--- config.mk ---
export PLATFORM = sky130hd
export DESIGN_NAME = xor_hex_token_codec_flat
export DESIGN_NICKNAME = d
export VERILOG_FILES = /design/src/hw/rtl/xhtc_pkg.sv /design/src/hw/rtl/xhtc_in_if.sv /design/src/hw/rtl/xhtc_out_if.sv /design/src/hw/rtl/xor_hex_token_codec.sv /design/src/hw/rtl/xhtc_queue.sv /design/src/hw/rtl/xhtc_front.sv /design/src/hw/rtl/xhtc_back.sv /design/src/flat_wrapper.sv
export SDC_FILE = /design/constraint.sdc
export NUM_CORES = 1
export LEC_CHECK = 0
export BUFFER_PORTS_ARGS = -buffer_cell sky130_fd_sc_hd__buf_2
export CORE_MARGIN = 3
export CORE_UTILIZATION = 29
export CTS_BUF_LIST = sky130_fd_sc_hd__clkbuf_4
export CTS_CLUSTER_SIZE = 28
export DETAILED_ROUTE_END_ITERATION = 8
export SLEW_MARGIN = 20
export SYNTH_ARGS = -nofsm -noshare
export SYNTH_HDL_FRONTEND = slang
export SYNTH_SLANG_ARGS = --single-unit
--- constraint.sdc ---
create_clock -name clk -period 12.25 [get_ports clk]
set_clock_uncertainty 0.05 [all_clocks]
set_input_delay 2.45 -clock clk [delete_from_list [all_inputs] [get_ports clk]]
set_output_delay 2.45 -clock clk [all_outputs]
set_load 0.01 [all_outputs]
--- src/hw/rtl/xhtc_pkg.sv ---
// ----------------------------------------------------------------------------
// xhtc_pkg
// Shared types, register indexes, status codes and character helpers of the
// repeating-key xor hex token codec.
// ----------------------------------------------------------------------------
package xhtc_pkg;

  // configuration port
  localparam int CFG_IDX_W  = 3;
  localparam int CFG_DATA_W = 64;

  localparam logic [CFG_IDX_W-1:0] CFG_MODE      = 3'd0;
  localparam logic [CFG_IDX_W-1:0] CFG_KEY_LEN   = 3'd1;
  localparam logic [CFG_IDX_W-1:0] CFG_KEY_WORD0 = 3'd2;
  localparam logic [CFG_IDX_W-1:0] CFG_KEY_WORD1 = 3'd3;
  localparam logic [CFG_IDX_W-1:0] CFG_KEY_WORD2 = 3'd4;
  localparam logic [CFG_IDX_W-1:0] CFG_KEY_WORD3 = 3'd5;

  localparam logic MODE_ENCRYPT = 1'b0;
  localparam logic MODE_DECRYPT = 1'b1;

  localparam logic [5:0] KEY_LEN_RESET = 6'd30;
  localparam int         KEY_SLOTS     = 32;
  localparam int         KEY_POS_W     = 5;

  // status codes
  localparam logic [1:0] ST_OK         = 2'd0;
  localparam logic [1:0] ST_BAD_PREFIX = 2'd1;
  localparam logic [1:0] ST_BAD_HEX    = 2'd2;
  localparam logic [1:0] ST_ODD_COUNT  = 2'd3;

  // prefix position 3 means the whole prefix has been seen or sent
  localparam logic [1:0] PREFIX_DONE = 2'd3;

  // result steps of an encrypt word: three prefix characters, then two digits
  localparam logic [2:0] ENC_HI_STEP   = 3'd3;
  localparam logic [2:0] ENC_LAST_STEP = 3'd4;

  typedef enum logic [1:0] {
    JOB_ENC,
    JOB_DATA,
    JOB_STATUS
  } job_kind_t;

  // one unit of work handed from the front end to the back end
  typedef struct packed {
    job_kind_t  kind;
    logic       with_prefix;
    logic [7:0] value;
    logic       last;
    logic [1:0] status;
  } job_t;

  function automatic logic [7:0] prefix_char(input logic [1:0] pos);
    logic [7:0] ch;
    case (pos)
      2'd0:    ch = 8'h78;  // x
      2'd1:    ch = 8'h31;  // 1
      2'd2:    ch = 8'h3A;  // :
      default: ch = 8'h00;
    endcase
    return ch;
  endfunction

  function automatic logic [7:0] nibble_to_hex(input logic [3:0] n);
    logic [7:0] ch;
    if (n < 4'd10) begin
      ch = 8'h30 + {4'h0, n};
    end else begin
      ch = 8'h57 + {4'h0, n};
    end
    return ch;
  endfunction

  // returns {ok, nibble}; either case of letter digits
  function automatic logic [4:0] hex_decode(input logic [7:0] c);
    logic [4:0] r;
    if (c inside {[8'h30:8'h39]}) begin
      r = {1'b1, c[3:0]};
    end else if (c inside {[8'h61:8'h66], [8'h41:8'h46]}) begin
      r = {1'b1, c[3:0] + 4'd9};
    end else begin
      r = 5'd0;
    end
    return r;
  endfunction

endpackage

--- src/hw/rtl/xhtc_in_if.sv ---
// ----------------------------------------------------------------------------
// xhtc_in_if
// Input channel: one message byte or character per word.
// ----------------------------------------------------------------------------
interface xhtc_in_if;
  logic       valid;
  logic       ready;
  logic [7:0] in_byte;
  logic       in_last;

  modport source (output valid, output in_byte, output in_last, input ready);
  modport sink   (input valid, input in_byte, input in_last, output ready);
endinterface

--- src/hw/rtl/xhtc_out_if.sv ---
// ----------------------------------------------------------------------------
// xhtc_out_if
// Result channel: one character, plaintext byte or status per word.
// ----------------------------------------------------------------------------
interface xhtc_out_if;
  logic       valid;
  logic       ready;
  logic [7:0] out_byte;
  logic       byte_valid;
  logic       out_last;
  logic [1:0] status;

  modport source (output valid, output out_byte, output byte_valid, output out_last,
                  output status, input ready);
  modport sink   (input valid, input out_byte, input byte_valid, input out_last,
                  input status, output ready);
endinterface

--- src/hw/rtl/xor_hex_token_codec.sv ---
// ----------------------------------------------------------------------------
// xor_hex_token_codec
// Repeating-key xor codec with prefixed hex text, one message byte per word.
//
//   channel  dir  handshake      payload
//   in_ch    in   valid/ready    in_byte[7:0], in_last
//   out_ch   out  valid/ready    out_byte[7:0], byte_valid, out_last, status[1:0]
//   cfg_*    in   cfg_we only    cfg_index[2:0], cfg_data[63:0]
//
// The front end takes one word per cycle while the job queue has room.
// The back end emits one result per cycle while out_ch is not stalled: an
// encrypt byte gives two hex digits, after the three prefix characters for
// the first byte of a message; a decrypt word gives at most one result.
// Decrypt takes one character per cycle while the job queue has room.
// Reset is synchronous; no clearing pass. Either side may stall freely.
// ----------------------------------------------------------------------------
module xor_hex_token_codec #(
  parameter int KEY_MAX_BYTES = 32,
  parameter int QUEUE_DEPTH   = 4
) (
  input  logic                            clk,
  input  logic                            rst_n,
  input  logic                            cfg_we,
  input  logic [xhtc_pkg::CFG_IDX_W-1:0]  cfg_index,
  input  logic [xhtc_pkg::CFG_DATA_W-1:0] cfg_data,
  xhtc_in_if.sink                         in_ch,
  xhtc_out_if.source                      out_ch
);

  import xhtc_pkg::*;

  localparam int JOB_W = $bits(job_t);

  logic             q_push;
  logic             q_pop;
  logic             q_full;
  logic             q_empty;
  job_t             q_job;
  job_t             q_head;
  logic [JOB_W-1:0] q_head_bits;

  assign q_head = job_t'(q_head_bits);

  xhtc_front #(
    .KEY_MAX_BYTES (KEY_MAX_BYTES)
  ) u_front (
    .clk       (clk),
    .rst_n     (rst_n),
    .cfg_we    (cfg_we),
    .cfg_index (cfg_index),
    .cfg_data  (cfg_data),
    .in_ch     (in_ch),
    .q_full    (q_full),
    .q_push    (q_push),
    .q_job     (q_job)
  );

  xhtc_queue #(
    .WIDTH (JOB_W),
    .DEPTH (QUEUE_DEPTH)
  ) u_queue (
    .clk       (clk),
    .rst_n     (rst_n),
    .push      (q_push),
    .push_data (q_job),
    .pop       (q_pop),
    .head      (q_head_bits),
    .empty     (q_empty),
    .full      (q_full)
  );

  xhtc_back u_back (
    .clk     (clk),
    .rst_n   (rst_n),
    .q_head  (q_head),
    .q_empty (q_empty),
    .q_pop   (q_pop),
    .out_ch  (out_ch)
  );

endmodule

--- src/hw/rtl/xhtc_queue.sv ---
// ----------------------------------------------------------------------------
// xhtc_queue
// Small flop-based fifo that decouples the front end from the back end.
// ----------------------------------------------------------------------------
module xhtc_queue #(
  parameter int WIDTH = 14,
  parameter int DEPTH = 4
) (
  input  logic             clk,
  input  logic             rst_n,
  input  logic             push,
  input  logic [WIDTH-1:0] push_data,
  input  logic             pop,
  output logic [WIDTH-1:0] head,
  output logic             empty,
  output logic             full
);

  localparam int PTR_W = (DEPTH > 1) ? $clog2(DEPTH) : 1;
  localparam int CNT_W = $clog2(DEPTH + 1);
  localparam logic [PTR_W-1:0] PTR_LAST = PTR_W'(DEPTH - 1);
  localparam logic [CNT_W-1:0] CNT_FULL = CNT_W'(DEPTH);

  logic [WIDTH-1:0] mem_r [DEPTH];
  logic [PTR_W-1:0] wr_ptr_r, wr_ptr_nxt;
  logic [PTR_W-1:0] rd_ptr_r, rd_ptr_nxt;
  logic [CNT_W-1:0] count_r, count_nxt;

  assign empty = (count_r == '0);
  assign full  = (count_r == CNT_FULL);
  assign head  = mem_r[rd_ptr_r];

  always_comb begin
    wr_ptr_nxt = wr_ptr_r;
    rd_ptr_nxt = rd_ptr_r;
    count_nxt  = count_r;
    if (push) begin
      wr_ptr_nxt = (wr_ptr_r == PTR_LAST) ? '0 : wr_ptr_r + 1'b1;
    end
    if (pop) begin
      rd_ptr_nxt = (rd_ptr_r == PTR_LAST) ? '0 : rd_ptr_r + 1'b1;
    end
    if (push && !pop) begin
      count_nxt = count_r + 1'b1;
    end else if (pop && !push) begin
      count_nxt = count_r - 1'b1;
    end
  end

  always_ff @(posedge clk) begin
    if (!rst_n) begin
      wr_ptr_r <= '0;
      rd_ptr_r <= '0;
      count_r  <= '0;
    end else begin
      wr_ptr_r <= wr_ptr_nxt;
      rd_ptr_r <= rd_ptr_nxt;
      count_r  <= count_nxt;
    end
  end

  always_ff @(posedge clk) begin
    if (push) begin
      mem_r[wr_ptr_r] <= push_data;
    end
  end

  a_no_overflow: assert property (@(posedge clk) disable iff (!rst_n) push |-> !full)
    else $error("push into full queue");
  a_no_underflow: assert property (@(posedge clk) disable iff (!rst_n) pop |-> !empty)
    else $error("pop from empty queue");
  a_count_bound: assert property (@(posedge clk) disable iff (!rst_n) count_r <= CNT_FULL)
    else $error("queue count out of range");

endmodule

--- src/hw/rtl/xhtc_front.sv ---
// ----------------------------------------------------------------------------
// xhtc_front
// Configuration registers and message state; takes one word a cycle while the
// queue has room; checks prefix and hex digits, applies the key, queues jobs.
// ----------------------------------------------------------------------------
module xhtc_front #(
  parameter int KEY_MAX_BYTES = 32
) (
  input  logic                            clk,
  input  logic                            rst_n,
  input  logic                            cfg_we,
  input  logic [xhtc_pkg::CFG_IDX_W-1:0]  cfg_index,
  input  logic [xhtc_pkg::CFG_DATA_W-1:0] cfg_data,
  xhtc_in_if.sink                         in_ch,
  input  logic                            q_full,
  output logic                            q_push,
  output xhtc_pkg::job_t                  q_job
);

  import xhtc_pkg::*;

  localparam logic [5:0] KEY_MAX = 6'(KEY_MAX_BYTES);

  logic                  mode_r;
  logic [5:0]            key_len_r;
  logic [63:0]           key_word_r [4];
  logic [KEY_POS_W-1:0]  key_pos_r, key_pos_nxt;
  logic [1:0]            prefix_r, prefix_nxt;
  logic                  phase_r, phase_nxt;
  logic [3:0]            held_r, held_nxt;
  logic [1:0]            fail_r, fail_nxt;

  logic                  accept;
  logic [255:0]          key_flat;
  logic [7:0]            key_byte;
  logic [5:0]            eff_len;
  logic [5:0]            pos_inc;
  logic [KEY_POS_W-1:0]  pos_adv;
  logic [4:0]            hex;
  logic [1:0]            end_code;

  assign in_ch.ready = !q_full;
  assign accept      = in_ch.valid && in_ch.ready;

  assign key_flat = {key_word_r[3], key_word_r[2], key_word_r[1], key_word_r[0]};
  assign key_byte = key_flat[{key_pos_r, 3'b000} +: 8];

  always_comb begin
    if (key_len_r == 6'd0) begin
      eff_len = 6'd1;
    end else if (key_len_r > KEY_MAX) begin
      eff_len = KEY_MAX;
    end else begin
      eff_len = key_len_r;
    end
  end

  assign pos_inc = {1'b0, key_pos_r} + 6'd1;
  assign pos_adv = (pos_inc >= eff_len) ? '0 : pos_inc[KEY_POS_W-1:0];
  assign hex     = hex_decode(in_ch.in_byte);

  always_comb begin
    key_pos_nxt = key_pos_r;
    prefix_nxt  = prefix_r;
    phase_nxt   = phase_r;
    held_nxt    = held_r;
    fail_nxt    = fail_r;
    q_push      = 1'b0;
    q_job       = '{kind: JOB_ENC, with_prefix: 1'b0, value: 8'h00, last: in_ch.in_last,
                    status: ST_OK};
    end_code    = ST_OK;

    if (accept) begin
      if (mode_r == MODE_ENCRYPT) begin
        q_push            = 1'b1;
        q_job.kind        = JOB_ENC;
        q_job.with_prefix = (prefix_r == 2'd0);
        q_job.value       = in_ch.in_byte ^ key_byte;
        key_pos_nxt       = pos_adv;
        // a partly checked decrypt prefix is left where it stands
        if (prefix_r == 2'd0) begin
          prefix_nxt = PREFIX_DONE;
        end
      end else begin
        if (fail_r == ST_OK) begin
          if (prefix_r != PREFIX_DONE) begin
            if (in_ch.in_byte == prefix_char(prefix_r)) begin
              prefix_nxt = prefix_r + 2'd1;
            end else begin
              fail_nxt = ST_BAD_PREFIX;
            end
          end else if (!hex[4]) begin
            fail_nxt = ST_BAD_HEX;
          end else if (!phase_r) begin
            held_nxt  = hex[3:0];
            phase_nxt = 1'b1;
          end else begin
            q_push      = 1'b1;
            q_job.kind  = JOB_DATA;
            q_job.value = {held_r, hex[3:0]} ^ key_byte;
            key_pos_nxt = pos_adv;
            phase_nxt   = 1'b0;
            held_nxt    = 4'h0;
          end
        end
        // end of message with no data word: a status-only result
        if (in_ch.in_last && !q_push) begin
          end_code = fail_nxt;
          if (end_code == ST_OK && prefix_nxt != PREFIX_DONE) begin
            end_code = ST_BAD_PREFIX;
          end else if (end_code == ST_OK && phase_nxt) begin
            end_code = ST_ODD_COUNT;
          end
          q_push       = 1'b1;
          q_job.kind   = JOB_STATUS;
          q_job.status = end_code;
        end
      end
      if (in_ch.in_last) begin
        key_pos_nxt = '0;
        prefix_nxt  = 2'd0;
        phase_nxt   = 1'b0;
        held_nxt    = 4'h0;
        fail_nxt    = ST_OK;
      end
    end
  end

  always_ff @(posedge clk) begin
    if (!rst_n) begin
      mode_r        <= MODE_ENCRYPT;
      key_len_r     <= KEY_LEN_RESET;
      key_word_r[0] <= '0;
      key_word_r[1] <= '0;
      key_word_r[2] <= '0;
      key_word_r[3] <= '0;
      key_pos_r     <= '0;
      prefix_r      <= 2'd0;
      phase_r       <= 1'b0;
      held_r        <= 4'h0;
      fail_r        <= ST_OK;
    end else begin
      key_pos_r <= key_pos_nxt;
      prefix_r  <= prefix_nxt;
      phase_r   <= phase_nxt;
      held_r    <= held_nxt;
      fail_r    <= fail_nxt;
      if (cfg_we) begin
        case (cfg_index)
          CFG_MODE:      mode_r        <= cfg_data[0];
          CFG_KEY_LEN:   key_len_r     <= cfg_data[5:0];
          CFG_KEY_WORD0: key_word_r[0] <= cfg_data;
          CFG_KEY_WORD1: key_word_r[1] <= cfg_data;
          CFG_KEY_WORD2: key_word_r[2] <= cfg_data;
          CFG_KEY_WORD3: key_word_r[3] <= cfg_data;
          default: ;
        endcase
      end
    end
  end

  a_msg_end_clears: assert property (@(posedge clk) disable iff (!rst_n)
    (accept && in_ch.in_last) |=> (key_pos_r == '0 && prefix_r == 2'd0 && !phase_r
                                   && fail_r == ST_OK))
    else $error("message state not cleared at end of message");
  a_last_always_queued: assert property (@(posedge clk) disable iff (!rst_n)
    (accept && in_ch.in_last) |-> q_push)
    else $error("end of message produced no job");
  a_push_needs_accept: assert property (@(posedge clk) disable iff (!rst_n)
    q_push |-> accept)
    else $error("job queued without an accepted word");

endmodule

--- src/hw/rtl/xhtc_back.sv ---
// ----------------------------------------------------------------------------
// xhtc_back
// Expands queued jobs into result words, one a cycle while the output is not
// stalled, through an output register.
// ----------------------------------------------------------------------------
module xhtc_back (
  input  logic           clk,
  input  logic           rst_n,
  input  xhtc_pkg::job_t q_head,
  input  logic           q_empty,
  output logic           q_pop,
  xhtc_out_if.source     out_ch
);

  import xhtc_pkg::*;

  logic       out_valid_r;
  logic [7:0] out_byte_r, out_byte_nxt;
  logic       byte_valid_r, byte_valid_nxt;
  logic       out_last_r, out_last_nxt;
  logic [1:0] status_r, status_nxt;
  logic [2:0] step_r, step_nxt;
  logic [2:0] eff_step;
  logic       done;
  logic       load;

  assign out_ch.valid      = out_valid_r;
  assign out_ch.out_byte   = out_byte_r;
  assign out_ch.byte_valid = byte_valid_r;
  assign out_ch.out_last   = out_last_r;
  assign out_ch.status     = status_r;

  assign load  = !q_empty && (!out_valid_r || out_ch.ready);
  assign q_pop = load && done;

  // without the prefix an encrypt job starts at its high digit
  assign eff_step = (q_head.kind == JOB_ENC && !q_head.with_prefix) ?
                    step_r + ENC_HI_STEP : step_r;

  always_comb begin
    out_byte_nxt   = 8'h00;
    byte_valid_nxt = 1'b1;
    out_last_nxt   = q_head.last;
    status_nxt     = ST_OK;
    done           = 1'b1;
    case (q_head.kind)
      JOB_ENC: begin
        done         = (eff_step == ENC_LAST_STEP);
        out_last_nxt = q_head.last && done;
        if (eff_step == ENC_LAST_STEP) begin
          out_byte_nxt = nibble_to_hex(q_head.value[3:0]);
        end else if (eff_step == ENC_HI_STEP) begin
          out_byte_nxt = nibble_to_hex(q_head.value[7:4]);
        end else begin
          out_byte_nxt = prefix_char(eff_step[1:0]);
        end
      end
      JOB_DATA: begin
        out_byte_nxt = q_head.value;
      end
      JOB_STATUS: begin
        byte_valid_nxt = 1'b0;
        out_last_nxt   = 1'b1;
        status_nxt     = q_head.status;
      end
      default: begin
        byte_valid_nxt = 1'b0;
      end
    endcase
  end

  always_comb begin
    step_nxt = step_r;
    if (load) begin
      step_nxt = done ? 3'd0 : step_r + 3'd1;
    end
  end

  always_ff @(posedge clk) begin
    if (!rst_n) begin
      out_valid_r <= 1'b0;
      step_r      <= 3'd0;
    end else begin
      step_r <= step_nxt;
      if (load) begin
        out_valid_r <= 1'b1;
      end else if (out_ch.ready) begin
        out_valid_r <= 1'b0;
      end
    end
  end

  always_ff @(posedge clk) begin
    if (load) begin
      out_byte_r   <= out_byte_nxt;
      byte_valid_r <= byte_valid_nxt;
      out_last_r   <= out_last_nxt;
      status_r     <= status_nxt;
    end
  end

  a_status_only_is_last: assert property (@(posedge clk) disable iff (!rst_n)
    (out_valid_r && !byte_valid_r) |-> out_last_r)
    else $error("status-only word not marked last");
  a_error_only_on_status: assert property (@(posedge clk) disable iff (!rst_n)
    (out_valid_r && status_r != ST_OK) |-> !byte_valid_r)
    else $error("error status on a data word");
  a_step_idle_reset: assert property (@(posedge clk) disable iff (!rst_n)
    q_empty |-> step_r == 3'd0)
    else $error("step counter left mid-job with empty queue");

endmodule
--- src/flat_wrapper.sv ---
// flat-port wrapper written by rule: the top's interface ports become plain ports
module xor_hex_token_codec_flat import xhtc_pkg::*;
#(
  parameter int KEY_MAX_BYTES = 32,
  parameter int QUEUE_DEPTH   = 4
)
  (clk, rst_n, cfg_we, cfg_index, cfg_data, in_ch_valid, in_ch_in_byte, in_ch_in_last, in_ch_ready, out_ch_valid, out_ch_out_byte, out_ch_byte_valid, out_ch_out_last, out_ch_status, out_ch_ready);
  xhtc_in_if in_ch_i ();
  xhtc_out_if out_ch_i ();
  input  logic clk;
  input  logic rst_n;
  input  logic cfg_we;
  input  logic [xhtc_pkg::CFG_IDX_W-1:0] cfg_index;
  input  logic [xhtc_pkg::CFG_DATA_W-1:0] cfg_data;
  input wire logic [$bits(in_ch_i.valid)-1:0] in_ch_valid;
  input wire logic [$bits(in_ch_i.in_byte)-1:0] in_ch_in_byte;
  input wire logic [$bits(in_ch_i.in_last)-1:0] in_ch_in_last;
  output wire logic [$bits(in_ch_i.ready)-1:0] in_ch_ready;
  output wire logic [$bits(out_ch_i.valid)-1:0] out_ch_valid;
  output wire logic [$bits(out_ch_i.out_byte)-1:0] out_ch_out_byte;
  output wire logic [$bits(out_ch_i.byte_valid)-1:0] out_ch_byte_valid;
  output wire logic [$bits(out_ch_i.out_last)-1:0] out_ch_out_last;
  output wire logic [$bits(out_ch_i.status)-1:0] out_ch_status;
  input wire logic [$bits(out_ch_i.ready)-1:0] out_ch_ready;
  assign in_ch_i.valid = in_ch_valid;
  assign in_ch_i.in_byte = in_ch_in_byte;
  assign in_ch_i.in_last = in_ch_in_last;
  assign in_ch_ready = in_ch_i.ready;
  assign out_ch_valid = out_ch_i.valid;
  assign out_ch_out_byte = out_ch_i.out_byte;
  assign out_ch_byte_valid = out_ch_i.byte_valid;
  assign out_ch_out_last = out_ch_i.out_last;
  assign out_ch_status = out_ch_i.status;
  assign out_ch_i.ready = out_ch_ready;
  xor_hex_token_codec #(.KEY_MAX_BYTES(KEY_MAX_BYTES), .QUEUE_DEPTH(QUEUE_DEPTH)) u_core (.clk(clk), .rst_n(rst_n), .cfg_we(cfg_we), .cfg_index(cfg_index), .cfg_data(cfg_data), .in_ch(in_ch_i), .out_ch(out_ch_i));
endmodule
==> flow_summary.json <==
{
  "post_cts_buffers": 0,
  "synth_edf_count": 324,
  "p_clk_share_pct": 34.0,
  "cts_max_path_buffers": 3,
  "syn-cell-area_um2": 16700,
  "row_count": 87,
  "ys_seq_elements": 358,
  "ir_drop_uv": 109,
  "r2r-start": "u_core.u_front.key_pos_r[0]$_SDFFE_PN0P_",
  "gp_congestion": 0.904,
  "avgSynthCellArea_um2": 14.7,
  "internal-power_mw": 2.24,
  "fin_nets": 1388,
  "worst_pin_slew_ns": 1.06,
  "avgViaCountPerCell": 4.61,
  "setup-tns-final_ns": 0,
  "h-tree-depth": 3,
  "powerDensity_nw_per_um2": 158,
  "drt-met1-wl_um": 15800,
  "maxCapViolations": 0,
  "ant_nets": 0,
  "clkLatencyLatePin_ns": 0.80,
  "cp-end-kind": "flop",
  "synth_area_leaders": "edfxtp_1, mux4_2, and2_1",
  "finalWirelength_um": 36800,
  "start_util_pct": 29.4,
  "grt_max_degree": 65,
  "synthesis.instances": 1139,
  "fillCellCount": 5531,
  "cp.required_ns": 12.87,
  "grt_antenna_before_repair": 11,
  "crit_path_start": "in_ch_in_byte[1]",
  "die_y_um": 246,
  "cpPeakStageDelay_ns": 0.50,
  "maxSlewHeadroom_pct": 28.6,
  "die_w_um": 246,
  "cts_hold_buffers": 0,
  "worstHoldStart": "u_core.u_back.out_ch.valid$_SDFFE_PN0P_",
  "dp_hpwl_um": 23800,
  "start_kind": "input pin",
  "yosys.area.top_type": "edfxtp_1",
  "setup_ws_ns": 7.17,
  "grt.total_usage_pct": 12.6,
  "timing.fmax_mhz": 197,
  "hold_class": "reg2reg",
  "slew_violations": 0,
  "drt_drc_violations_left": 0,
  "timing.final.crit_share_pct": 41.5,
  "grt_first_pass_wirelength_um": 59000,
  "cts_buffers": 92,
  "crit_arrival_ns": 5.70,
  "clk_pin_slew_ns": 0.06,
  "synth_top_area_share_pct": 58.3,
  "multi_input_area_um2": 6010,
  "firstDrtPassIters": 5,
  "ff_latch_area_um2": 10400,
  "comb_power_share_pct": 16.3,
  "area_growth_pct": 15.4,
  "io_buffers": 94,
  "rsz0062_at_grt": "no",
  "final_hold_viol_count": 0,
  "cp_num_buf_inv": 4,
  "wl_met3_um": 2130,
  "core_um2": 56700,
  "yosysWarnings": 0,
  "vias": 9701,
  "fin_crit_ns": 5.08,
  "cts_tree": "done",
  "crit_family": "adder cells",
  "route.detailed.wl_per_inst_um": 17.5,
  "top_layer": "met5",
  "p_sw_share_pct": 26.5,
  "drt_iter0_drc": 547,
  "crit_chain": "buf_2 -> inv_1 -> ha_1 -> o21bai_1 -> a2111o_1 -> and2_1 -> inv_1 -> ha_1 -> a21oi_1 -> nor2_1 -> ha_1 -> inv_1 -> fa_1 -> xor2_1 -> or3_1 -> a21oi_1",
  "clockRootBuffer": "clkbuf_4",
  "critPathKind": "in2reg",
  "drive_gt1_share_pct": 27.4,
  "dp_slack_ns": 6.40,
  "outcome": "complete, no violations",
  "setup_viol": 0,
  "cts_resized": 0,
  "synthDistinctLibCells": 55,
  "pwr-share-seq_pct": 49.8,
  "overflow": 0,
  "grt_pass1_vias": 10400,
  "wl_met2_um": 18200,
  "io_pins": 95,
  "cp_max_fo": 8,
  "p_leak_nw": 6.81,
  "clock-sinks": 358,
  "yosysSeqAreaShare_pct": 62.4,
  "cpMaxStageDelayCell": "a2111o_1",
  "die-area_um2": 60500,
  "ys.flop_type": "edfxtp_1",
  "p_sw_mw": 0.809,
  "async_reset_ff_share_pct": 0,
  "syn_nets": 1246
}
==> power groups by stage <==
stage	clock [mW]	combinational, mW	sequential, mW
after floorplan	0	0.358	1.53
after global placement	0	0.484	1.54
after detailed placement	0	0.496	1.55
after CTS	1.08	0.498	1.52
after global routing	1.15	0.552	1.53
final	1.04	0.496	1.52
==> worst paths after layout <==
kind	to	slack (ns)	cells past startpoint
max	u_core.u_queue.count_r[2]$_SDFFE_PN0P_	7.17	16
min reg2reg	u_core.u_back.out_ch.valid$_SDFFE_PN0P_	0.41	2
max reg2reg	u_core.u_queue.mem_r[2][10]$_DFFE_PP_	8.18	6
min	u_core.u_back.out_ch.valid$_SDFFE_PN0P_	0.41	2
==> synthesized netlist by cell type (19+ instances only) <==
cell type	count
a21oi_1	38
and2_1	262
clkbuf_1	43
dfxtp_1	34
edfxtp_1	324
ha_1	25
inv_1	30
mux2i_1	24
mux4_2	94
nand2_1	41
nor2_1	48
xor2_1	19
==> routing by layer <==
metal / global-route usage (%) / vias to the layer above
li1: - / 4578
met1: 15.8 / 4806
met2: 21.2 / 243
met3: 3.58 / 64
met4: 4.13 / 10
met5: 0 / -
==> placed cells by master (no fill, tap or decap), drive strengths merged, types with 6 or more instances in the layout <==
cell type,count
mux2i,24
buf,108
nand2b,7
dfxtp,34
or3,6
nor3,14
xor2,19
and2,263
clkbuf,143
o22ai,9
nor2,48
diode,7
edfxtp,324
nand2,41
mux4,94
a21oi,38
inv,31
clkinv,9
nand3,13
o21ai,26
ha,25
xnor2,13
==> worst register-to-register path, cell delays in order (launching register included) <==
cell     delay [ns]
dfxtp_4        0.90
buf_4          0.67
mux4_2         0.60
mux4_2         0.48
mux2i_1        0.65
xor2_1         0.29
o22ai_1        0.16
==> metrics by stage <==
step	util [%]	area (µm²)	instances	hold WS (ns)	power [mW]
after CTS	33.9	19200	2097	0.418	3.10
after global routing	34.0	19300	2102	0.448	3.23
after floorplan	-	16700	1139	0.394	1.89
final	34.0	19300	2104	0.414	3.05
after detailed placement	31.8	18100	1943	0.409	2.04
after global placement	31.8	18100	1943	0.409	2.02
==> kinds of logic after synthesis <==
logic type | after synthesis | synth area share (%)
simple gates | 416 | 14.2
mux | 118 | 14.1
compound gates | 98 | 3.50
buf+inv | 91 | 2.12
flops | 358 | 62.4
fa+ha+maj | 26 | 1.99
xor+xnor | 32 | 1.68
==> flip-flops by register name, indices dropped and copies added (netlist names), named ones only <==
name / cells
u_core.u_back.step_r: 3
u_core.u_front.mode_r: 1
u_core.u_back.out_ch.out_last: 1
u_core.u_front.key_len_r: 6
u_core.u_front.key_word_r: 256
u_core.u_front.fail_r: 2
u_core.u_back.out_ch.out_byte: 8
u_core.u_queue.rd_ptr_r: 2
u_core.u_front.held_r: 4
u_core.u_front.prefix_r: 2
u_core.u_queue.wr_ptr_r: 2
u_core.u_back.out_ch.valid: 1
u_core.u_queue.count_r: 3
u_core.u_front.phase_r: 1
u_core.u_back.out_ch.byte_valid: 1
u_core.u_queue.mem_r: 56
u_core.u_front.key_pos_r: 5
u_core.u_back.out_ch.status: 2
==> cell type report <==
class / instances / area share [%]
timing repair buffer: 108 / 2.99
inverter: 31 / 0.604
multi-input combinational: 690 / 31.2
clock inverter: 11 / 0.572
sequential: 358 / 54.1
clock buffer: 143 / 5.57
tap: 756 / 4.91
antenna: 7 / 0.0909
Note: power is estimated with default switching activity, not from simulation.
